**config.mk**
```make
export PLATFORM = sky130hd
export DESIGN_NAME = layer_depth_register_unit
export DESIGN_NICKNAME = d
export VERILOG_FILES = /design/src/rtl/core/ldru_pkg.sv /design/src/rtl/core/ldru_regfile.sv /design/src/rtl/core/layer_depth_register_unit.sv
export SDC_FILE = /design/constraint.sdc
export NUM_CORES = 1
export LEC_CHECK = 0
export BUFFER_PORTS_ARGS = -buffer_cell sky130_fd_sc_hd__buf_2
export CAP_MARGIN = 40
export CORE_AREA = 5 5 174 176
export CTS_BUF_LIST = sky130_fd_sc_hd__clkbuf_16
export CTS_CLUSTER_SIZE = 14
export DETAILED_ROUTE_END_ITERATION = 8
export DIE_AREA = 0 0 179 181
export PLACE_DENSITY_LB_ADDON = 0.1
export SYNTH_ARGS = -nofsm -noshare
export SYNTH_HDL_FRONTEND = slang
export SYNTH_SLANG_ARGS = --single-unit
```
**constraint.sdc**
```tcl
create_clock -name i_clk -period 10.45 [get_ports i_clk]
set_clock_uncertainty 0.15 [all_clocks]
set_input_delay 2.09 -clock i_clk [delete_from_list [all_inputs] [get_ports i_clk]]
set_output_delay 2.09 -clock i_clk [all_outputs]
set_load 0.03 [all_outputs]
```
**src/rtl/core/ldru_pkg.sv**
```systemverilog
// Shared types and constants for the layer depth register unit.
// No dependencies; imported by ldru_regfile and layer_depth_register_unit.
`default_nettype none

package ldru_pkg;

    // Request kinds carried on the input tuser field
    typedef enum logic [1:0] {
        ACT_READ  = 2'd0,
        ACT_WRITE = 2'd1,
        ACT_DEPTH = 2'd2,
        ACT_FRONT = 2'd3
    } t_action;

    // Bus register map
    localparam logic [15:0] ADDR_CTRL   = 16'h21c0;
    localparam logic [15:0] ADDR_FAR_LO = 16'h21c1;
    localparam logic [15:0] ADDR_FAR_HI = 16'h21c2;
    localparam logic [15:0] ADDR_LAYERS = 16'h21c4;

    // Offsets inside one layer's four-byte slot
    localparam logic [1:0] OFF_BASE_LO = 2'd0;
    localparam logic [1:0] OFF_BASE_HI = 2'd1;
    localparam logic [1:0] OFF_PALETTE = 2'd2;
    localparam logic [1:0] OFF_PRIO    = 2'd3;

    // Reset values and the depth saturation bound
    localparam logic [15:0] FAR_RESET   = 16'hffff;
    localparam logic [7:0]  PRIO_RESET  = 8'h10;
    localparam logic [15:0] DEPTH_MAX   = 16'hffff;

    // Widths of the stream payloads
    localparam int unsigned IN_DATA_W  = 80;
    localparam int unsigned OUT_DATA_W = 24;

    typedef struct packed {
        logic clamp_enable;
        logic priority_override;
        logic unit_enable;
    } t_ctrl;

    typedef struct packed {
        logic [15:0] base;
        logic [7:0]  palette_scale;
        logic [7:0]  priority_scale;
    } t_layer_regs;

    // Decoded bus address
    typedef struct packed {
        logic       ctrl;
        logic       far_lo;
        logic       far_hi;
        logic       layer_hit;
        logic [1:0] offset;
    } t_bus_dec;

endpackage

`default_nettype wire

```
**src/rtl/core/ldru_regfile.sv**
```systemverilog
// Register file of the layer depth unit: control, far depth and per-layer fields.
// Depends on ldru_pkg; the caller supplies the decoded address and layer index.
`default_nettype none

module ldru_regfile
    import ldru_pkg::*;
#(
    parameter int NUM_LAYERS = 5,
    parameter int LAYER_W    = 3
) (
    input  wire logic               i_clk,
    input  wire logic               i_rst_n,
    input  wire logic               i_wr_en,
    input  wire t_bus_dec           i_dec,
    input  wire logic [LAYER_W-1:0] i_idx,
    input  wire logic [7:0]         i_wr_data,
    output t_ctrl                   o_ctrl,
    output logic [15:0]             o_far,
    output t_layer_regs             o_layer
);

    t_ctrl       r_ctrl;
    logic [15:0] r_far;
    t_layer_regs r_layer [NUM_LAYERS];

    always_ff @(posedge i_clk) begin
        if (!i_rst_n) begin
            r_ctrl <= '{clamp_enable: 1'b1, priority_override: 1'b0, unit_enable: 1'b0};
            r_far  <= FAR_RESET;
            for (int i = 0; i < NUM_LAYERS; i++) begin
                r_layer[i] <= '{base: 16'h0000, palette_scale: 8'h00,
                                priority_scale: PRIO_RESET};
            end
        end else if (i_wr_en) begin
            if (i_dec.ctrl) begin
                r_ctrl <= '{clamp_enable: i_wr_data[2], priority_override: i_wr_data[1],
                            unit_enable: i_wr_data[0]};
            end
            if (i_dec.far_lo) begin
                r_far[7:0] <= i_wr_data;
            end
            if (i_dec.far_hi) begin
                r_far[15:8] <= i_wr_data;
            end
            for (int i = 0; i < NUM_LAYERS; i++) begin
                if (i_dec.layer_hit && (i_idx == LAYER_W'(i))) begin
                    unique case (i_dec.offset)
                        OFF_BASE_LO: r_layer[i].base[7:0]      <= i_wr_data;
                        OFF_BASE_HI: r_layer[i].base[15:8]     <= i_wr_data;
                        OFF_PALETTE: r_layer[i].palette_scale  <= i_wr_data;
                        OFF_PRIO:    r_layer[i].priority_scale <= i_wr_data;
                        default:     r_layer[i].base           <= r_layer[i].base;
                    endcase
                end
            end
        end
    end

    always_comb begin
        if (32'(i_idx) < NUM_LAYERS) begin
            o_layer = r_layer[i_idx];
        end else begin
            o_layer = '0;
        end
    end

    assign o_ctrl = r_ctrl;
    assign o_far  = r_far;

endmodule

`default_nettype wire

```
**src/rtl/core/layer_depth_register_unit.sv**
```systemverilog
// A request accepted passes through the input register and then the result register to the master side.
// Throughput: one request per cycle; the input register and the result register move
// together, so the only stall is backpressure from the master side.
// Register writes take effect for the request that follows directly behind them.
// Reset (synchronous, active low) empties both stages and loads the register defaults.
`default_nettype none

module layer_depth_register_unit
    import ldru_pkg::*;
#(
    parameter int NUM_LAYERS = 5
) (
    input  wire logic                  i_clk,
    input  wire logic                  i_rst_n,
    input  wire logic                  s_axis_tvalid,
    output logic                       s_axis_tready,
    // [15:0] address, [23:16] write_data, [26:24] layer, [30:27] priority_req,
    // [38:31] color, [54:39] above_depth, [55] above_valid, [71:56] below_depth,
    // [72] below_valid, [79:73] zero
    input  wire logic [IN_DATA_W-1:0]  s_axis_tdata,
    // [1:0] action
    input  wire logic [1:0]            s_axis_tuser,
    output logic                       m_axis_tvalid,
    input  wire logic                  m_axis_tready,
    // [7:0] read_data, [23:8] depth_out
    output logic [OUT_DATA_W-1:0]      m_axis_tdata
);

    localparam int LAYER_W    = (NUM_LAYERS > 1) ? $clog2(NUM_LAYERS) : 1;
    localparam int SLOT_BYTES = 4 * NUM_LAYERS;

    // ---------------------------------------------------------------
    // Input register: hold one request until the result stage is free
    // ---------------------------------------------------------------
    logic        r_in_valid;
    t_action     r_action;
    logic [15:0] r_address;
    logic [7:0]  r_write_data;
    logic [2:0]  r_layer;
    logic [3:0]  r_priority_req;
    logic [7:0]  r_color;
    logic [15:0] r_above_depth;
    logic        r_above_valid;
    logic [15:0] r_below_depth;
    logic        r_below_valid;

    // Result register
    logic        r_out_valid;
    logic [7:0]  r_read_data;
    logic [15:0] r_depth_out;

    logic w_out_free;   // result stage can take a new result this cycle
    logic w_advance;    // request in the input register moves to the result stage

    assign w_out_free    = !r_out_valid || m_axis_tready;
    assign w_advance     = r_in_valid && w_out_free;
    assign s_axis_tready = !r_in_valid || w_out_free;

    always_ff @(posedge i_clk) begin
        if (!i_rst_n) begin
            r_in_valid <= 1'b0;
        end else if (s_axis_tready) begin
            r_in_valid <= s_axis_tvalid;
        end
    end

    // Payload: capture on every accepted request, no reset needed
    always_ff @(posedge i_clk) begin
        if (s_axis_tvalid && s_axis_tready) begin
            r_action       <= t_action'(s_axis_tuser);
            r_address      <= s_axis_tdata[15:0];
            r_write_data   <= s_axis_tdata[23:16];
            r_layer        <= s_axis_tdata[26:24];
            r_priority_req <= s_axis_tdata[30:27];
            r_color        <= s_axis_tdata[38:31];
            r_above_depth  <= s_axis_tdata[54:39];
            r_above_valid  <= s_axis_tdata[55];
            r_below_depth  <= s_axis_tdata[71:56];
            r_below_valid  <= s_axis_tdata[72];
        end
    end

    // ---------------------------------------------------------------
    // Address decode: fixed registers, then the per-layer slots
    // ---------------------------------------------------------------
    t_bus_dec            w_dec;
    logic [15:0]         w_rel;
    logic [LAYER_W-1:0]  w_addr_idx;
    logic [LAYER_W-1:0]  w_query_idx;
    logic [LAYER_W-1:0]  w_idx;

    assign w_rel      = r_address - ADDR_LAYERS;
    assign w_addr_idx = w_rel[2 +: LAYER_W];

    always_comb begin
        w_dec.ctrl      = (r_address == ADDR_CTRL);
        w_dec.far_lo    = (r_address == ADDR_FAR_LO);
        w_dec.far_hi    = (r_address == ADDR_FAR_HI);
        w_dec.layer_hit = (r_address >= ADDR_LAYERS) && (32'(w_rel) < SLOT_BYTES);
        w_dec.offset    = w_rel[1:0];
    end

    // Fold out-of-range query layers onto the object layer (the last one)
    always_comb begin
        if (32'(r_layer) >= NUM_LAYERS) begin
            w_query_idx = LAYER_W'(NUM_LAYERS - 1);
        end else begin
            w_query_idx = LAYER_W'(r_layer);
        end
    end

    // One layer read port serves both bus reads and depth queries
    assign w_idx = (r_action == ACT_DEPTH) ? w_query_idx : w_addr_idx;

    // ---------------------------------------------------------------
    // Register file: write when a write request leaves the input register
    // ---------------------------------------------------------------
    t_ctrl       w_ctrl;
    logic [15:0] w_far;
    t_layer_regs w_layer;

    ldru_regfile #(
        .NUM_LAYERS (NUM_LAYERS),
        .LAYER_W    (LAYER_W)
    ) u_regfile (
        .i_clk     (i_clk),
        .i_rst_n   (i_rst_n),
        .i_wr_en   (w_advance && (r_action == ACT_WRITE)),
        .i_dec     (w_dec),
        .i_idx     (w_idx),
        .i_wr_data (r_write_data),
        .o_ctrl    (w_ctrl),
        .o_far     (w_far),
        .o_layer   (w_layer)
    );

    // ---------------------------------------------------------------
    // Bus read mux; unmapped addresses read as zero
    // ---------------------------------------------------------------
    logic [7:0] w_bus_byte;

    always_comb begin
        priority if (w_dec.ctrl) begin
            w_bus_byte = {5'b0, w_ctrl.clamp_enable, w_ctrl.priority_override,
                          w_ctrl.unit_enable};
        end else if (w_dec.far_lo) begin
            w_bus_byte = w_far[7:0];
        end else if (w_dec.far_hi) begin
            w_bus_byte = w_far[15:8];
        end else if (w_dec.layer_hit) begin
            unique case (w_dec.offset)
                OFF_BASE_LO: w_bus_byte = w_layer.base[7:0];
                OFF_BASE_HI: w_bus_byte = w_layer.base[15:8];
                OFF_PALETTE: w_bus_byte = w_layer.palette_scale;
                OFF_PRIO:    w_bus_byte = w_layer.priority_scale;
                default:     w_bus_byte = 8'h00;
            endcase
        end else begin
            w_bus_byte = 8'h00;
        end
    end

    // ---------------------------------------------------------------
    // Depth datapath: base + prio_scale*prio + palette_scale*color.
    // The largest sum fits in 18 bits; saturate or wrap to 16.
    // ---------------------------------------------------------------
    logic [11:0] w_prio_prod;
    logic [15:0] w_color_prod;
    logic [17:0] w_sum;
    logic [15:0] w_layer_depth;
    logic [15:0] w_front_depth;

    assign w_prio_prod  = w_layer.priority_scale * r_priority_req;
    assign w_color_prod = w_layer.palette_scale * r_color;
    assign w_sum        = {2'b00, w_layer.base} + 18'(w_prio_prod) + 18'(w_color_prod);

    always_comb begin
        if (w_ctrl.clamp_enable && (w_sum[17:16] != 2'b00)) begin
            w_layer_depth = DEPTH_MAX;
        end else begin
            w_layer_depth = w_sum[15:0];
        end
    end

    // Front select: above wins, then below, then far
    always_comb begin
        priority if (r_above_valid) begin
            w_front_depth = r_above_depth;
        end else if (r_below_valid) begin
            w_front_depth = r_below_depth;
        end else begin
            w_front_depth = w_far;
        end
    end

    // ---------------------------------------------------------------
    // Result stage
    // ---------------------------------------------------------------
    logic [7:0]  n_read_data;
    logic [15:0] n_depth_out;

    always_comb begin
        n_read_data = 8'h00;
        n_depth_out = 16'h0000;
        unique case (r_action)
            ACT_READ:  n_read_data = w_bus_byte;
            ACT_WRITE: n_read_data = 8'h00;
            ACT_DEPTH: n_depth_out = w_ctrl.unit_enable ? w_layer_depth : w_far;
            ACT_FRONT: n_depth_out = w_ctrl.unit_enable ? w_front_depth : w_far;
            default:   n_depth_out = 16'h0000;
        endcase
    end

    always_ff @(posedge i_clk) begin
        if (!i_rst_n) begin
            r_out_valid <= 1'b0;
        end else if (w_out_free) begin
            r_out_valid <= r_in_valid;
        end
    end

    always_ff @(posedge i_clk) begin
        if (w_advance) begin
            r_read_data <= n_read_data;
            r_depth_out <= n_depth_out;
        end
    end

    assign m_axis_tvalid = r_out_valid;
    assign m_axis_tdata  = {r_depth_out, r_read_data};

    // ---------------------------------------------------------------
    // Assertions
    // ---------------------------------------------------------------

    // A request held in the input register is not dropped while the result stage stalls
    a_hold_in: assert property (@(posedge i_clk) disable iff (!i_rst_n)
        r_in_valid && !w_out_free |=> r_in_valid)
        else $error("input request lost under backpressure");

    // A control write is visible to the very next request
    a_ctrl_write: assert property (@(posedge i_clk) disable iff (!i_rst_n)
        w_advance && (r_action == ACT_WRITE) && w_dec.ctrl
        |=> w_ctrl.unit_enable == $past(r_write_data[0]))
        else $error("control write not applied");

    // Queries while disabled return the far depth
    a_disabled_far: assert property (@(posedge i_clk) disable iff (!i_rst_n)
        w_advance && !w_ctrl.unit_enable
        && ((r_action == ACT_DEPTH) || (r_action == ACT_FRONT))
        |=> r_depth_out == $past(w_far))
        else $error("disabled query did not return far depth");

endmodule

`default_nettype wire
```
==> results_dict.tcl <==
set metrics [dict create \
    die_x_um 179 \
    peakVddDrop_v 0.000156 \
    dp.cells 1689 \
    synth_nets 1432 \
    cts_made_buffers 30 \
    critPathKind "reg2reg" \
    grt_max_degree 49 \
    reg2regPathDepth 23 \
    rrSetupSlack_ps 1290 \
    finalHoldViolCount 0 \
    crit_buf_inv 4 \
    ys_ff_latch 280 \
    worst_slew_margin_rel_pct 41.6 \
    fmaxAchievable_ghz 0.109 \
    total_power_w 0.00348 \
    synth_edf_count 259 \
    endpoint_kind "flop" \
    final_common_cell "edfxtp_1" \
    drive_above_1_share_pct 16.4 \
    worst_pin_slew_ps 876 \
    start_kind "flop" \
    pre_cts_ws_ps 1420 \
    dr_total_vias 10022 \
    post_drt_wl_per_cell_um 21.9 \
    final_cell_area_um2 17400 \
    rsz0062_at_grt "false" \
    critPathRequiredTime_ps 10570 \
    die_h_um 181 \
    drc_errors 0 \
    cts_tree "done" \
    clock_sinks 280 \
    dieArea_um2 32400 \
    final_nets 1560 \
    whs_path_depth 2 \
    synth_ff_type "edfxtp_1" \
    antenna_found_initial 0 \
    critPathSlowestCell "edfxtp_1" \
    powerDensity_nw_per_um2 200 \
    postRouteWirelength_mm 38.2 \
    grt_pass1_vias 10213 \
    ys_types 74 \
    path_clk_slew_ps 60 \
    final_cell_count_no_fill 1745 \
    setup_slack_ps 1290 \
    hold_path_class "reg2reg" \
    post_cts_buffers 0 \
    leakage_nw 7.01 \
    dpl.hpwl_mm 28.1 \
    postCtsResizedCells 0 \
    place_area_um2 16400 \
    drtAntennaViolNets 0 \
    area_delta_synth_final_pct 13.4 \
    clkLatencyLatePin_ps 590 \
    postCtsHoldBufs 0 \
    slew_violations 0 \
    synth_area_um2 15300 \
    syn_inst 1209 \
    initial_utilization_pct 53.9 \
    fp.coreArea_um2 28500 \
    cp_common_cell "fa_1" \
    critical-path-top-delay-family "adder cells" \
    clockRootBuffer "clkbuf_16" \
    finalSetupTns_ps 0 \
    rows 62 \
    min_period_ps 9160 \
    hold-path-endpoint "u_regfile.o_ctrl[1]" \
    grt_pass1_wl_mm 58.9 \
    num_io_pins 112 \
    drtPass1Iterations 6 \
    period_share_pct 87.6 \
    ys_warn_count 0 \
    grt-ovfl-total 0 \
    syn_area_per_cell_um2 12.7 \
    worstReg2RegEnd "r_depth_out[12]" \
    setup_viol 0 \
    htree_levels 1 \
    via_per_inst 5.74 \
    first_iter_violations 902 \
    gp_congestion 0.890 \
    clk_path_buf_depth 3 \
    crit_arrival_ps 9280 \
    num_antenna_cells 0 \
    final_cell_mix "259 x edfxtp_1, 130 x inv_1, 124 x nand2_1, 108 x buf_2, 82 x fa_1" \
    crit_chain "nor2b_1 > buf_4 > mux2i_2 > nand2_1 > o221ai_1 > nand2_1 > fa_1 > fa_1 > inv_1 > fa_1 > fa_1 > inv_1 > fa_1 > inv_1 > ha_1 > a2111oi_0 > o21ai_1 > a41oi_1 > o31ai_2 > a211oi_1 > a311o_1 > and2_1 > a31oi_1" \
    status "completed" \
    critPathMaxStageDelay_ps 900 \
    ys_seq_area_share_pct 53.4 \
    cp_max_fo 22 \
    ys_async_sr_fraction_pct 0 \
    r2r_start "r_action[1]" \
    fillers 2363 \
    portBuffers 104 \
    track_usage_pct 23.8 \
    cap_violations 0 \
    hp-start "u_regfile.o_ctrl[1]" \
]
## flip-flops by register name (all words and copies together), names as in the netlist, 2 cells and up
register           count
r_depth_out           16
r_below_depth         16
r_write_data           8
r_address             16
r_above_depth         16
r_priority_req         4
r_layer                3
u_regfile.o_ctrl       3
r_color                8
u_regfile.r_layer    160
r_action               2
u_regfile.o_far       16
r_read_data            8
## worst max-delay path by stage
stage	start	endpoint	slack, ps	depth (start not counted)
after floorplan	r_address[2]	r_depth_out[10]	3230	27
final	r_action[1]	r_depth_out[12]	1290	23
after global routing	r_action[1]	r_depth_out[12]	920	23
after global placement	r_action[1]	r_depth_out[3]	1600	23
after CTS	r_action[1]	r_depth_out[12]	1320	23
after detailed placement	r_action[1]	r_depth_out[12]	1420	23
## worst register-to-register path, cell delays in order (launching register included)
cell	delay, ps
edfxtp_1	900
nor2b_1	220
buf_4	230
mux2i_2	600
nand2_1	510
o221ai_1	830
nand2_1	180
fa_1	530
fa_1	520
inv_1	60
fa_1	490
fa_1	490
inv_1	50
fa_1	520
inv_1	50
ha_1	330
a2111oi_0	380
o21ai_1	170
a41oi_1	400
o31ai_2	130
a211oi_1	250
a311o_1	170
and2_1	490
a31oi_1	190
## synth_stat cells, types with 14 or more instances
| master | instances | area share, % |
|---|---|---|
| a21oi_1 | 37 | 1.2 |
| a22oi_1 | 20 | 0.98 |
| a31oi_1 | 18 | 0.73 |
| and2_1 | 57 | 2.3 |
| clkbuf_1 | 24 | 0.59 |
| dfxtp_1 | 21 | 2.7 |
| edfxtp_1 | 259 | 51 |
| fa_1 | 82 | 11 |
| ha_1 | 55 | 4.5 |
| inv_1 | 121 | 3.0 |
| mux2i_1 | 36 | 2.3 |
| nand2_1 | 124 | 3.0 |
| nand2b_1 | 14 | 0.57 |
| nor2_1 | 28 | 0.68 |
| nor2b_1 | 35 | 1.4 |
| o211ai_1 | 18 | 0.88 |
| o21ai_0 | 55 | 1.8 |
| o22ai_1 | 19 | 0.77 |
## layer usage
layer,share of wire (%),GRT usage [%]
met5,0,0
met4,3.0,6.32
met3,7.0,3.57
met2,49,39.5
met1,41,33.1
## where the power goes
part | switching (W) | leakage, nW | internal [W]
Sequential | 0.0000291 | 2.77 | 0.00127
Combinational | 0.000699 | 3.74 | 0.000458
Clock | 0.000437 | 0.499 | 0.000586
Total | 0.00117 | 7.01 | 0.00231
## cells by family after synthesis
| family | synth area share, % |
|---|---|
| buffers and inverters | 4.49 |
| AO/OA/AOI/OAI | 10.8 |
| adder cells (fa/ha/maj) | 15.2 |
| XOR/XNOR | 0.685 |
| AND/OR/NAND/NOR | 10.6 |
| multiplexers | 4.74 |
| flip-flops | 53.4 |
## layout make-up
class / count / area [um^2] / area share (%)
clock buffers: 31 / 776 / 4.46
clock inverters: 25 / 193 / 1.11
inverters: 122 / 458 / 2.63
multi-input cells: 761 / 6480 / 37.2
flip-flops and latches: 280 / 8200 / 47.1
well taps: 384 / 480 / 2.76
repair buffers: 142 / 816 / 4.69
## per-stage QoR
step,hold slack (ps),utilization (%)
floorplan,313,-
global placement,344,57.5
detailed placement,352,57.7
CTS,375,61.1
global route,409,61.1
finish,369,61.1
Note: power is estimated with default switching activity, not from simulation.
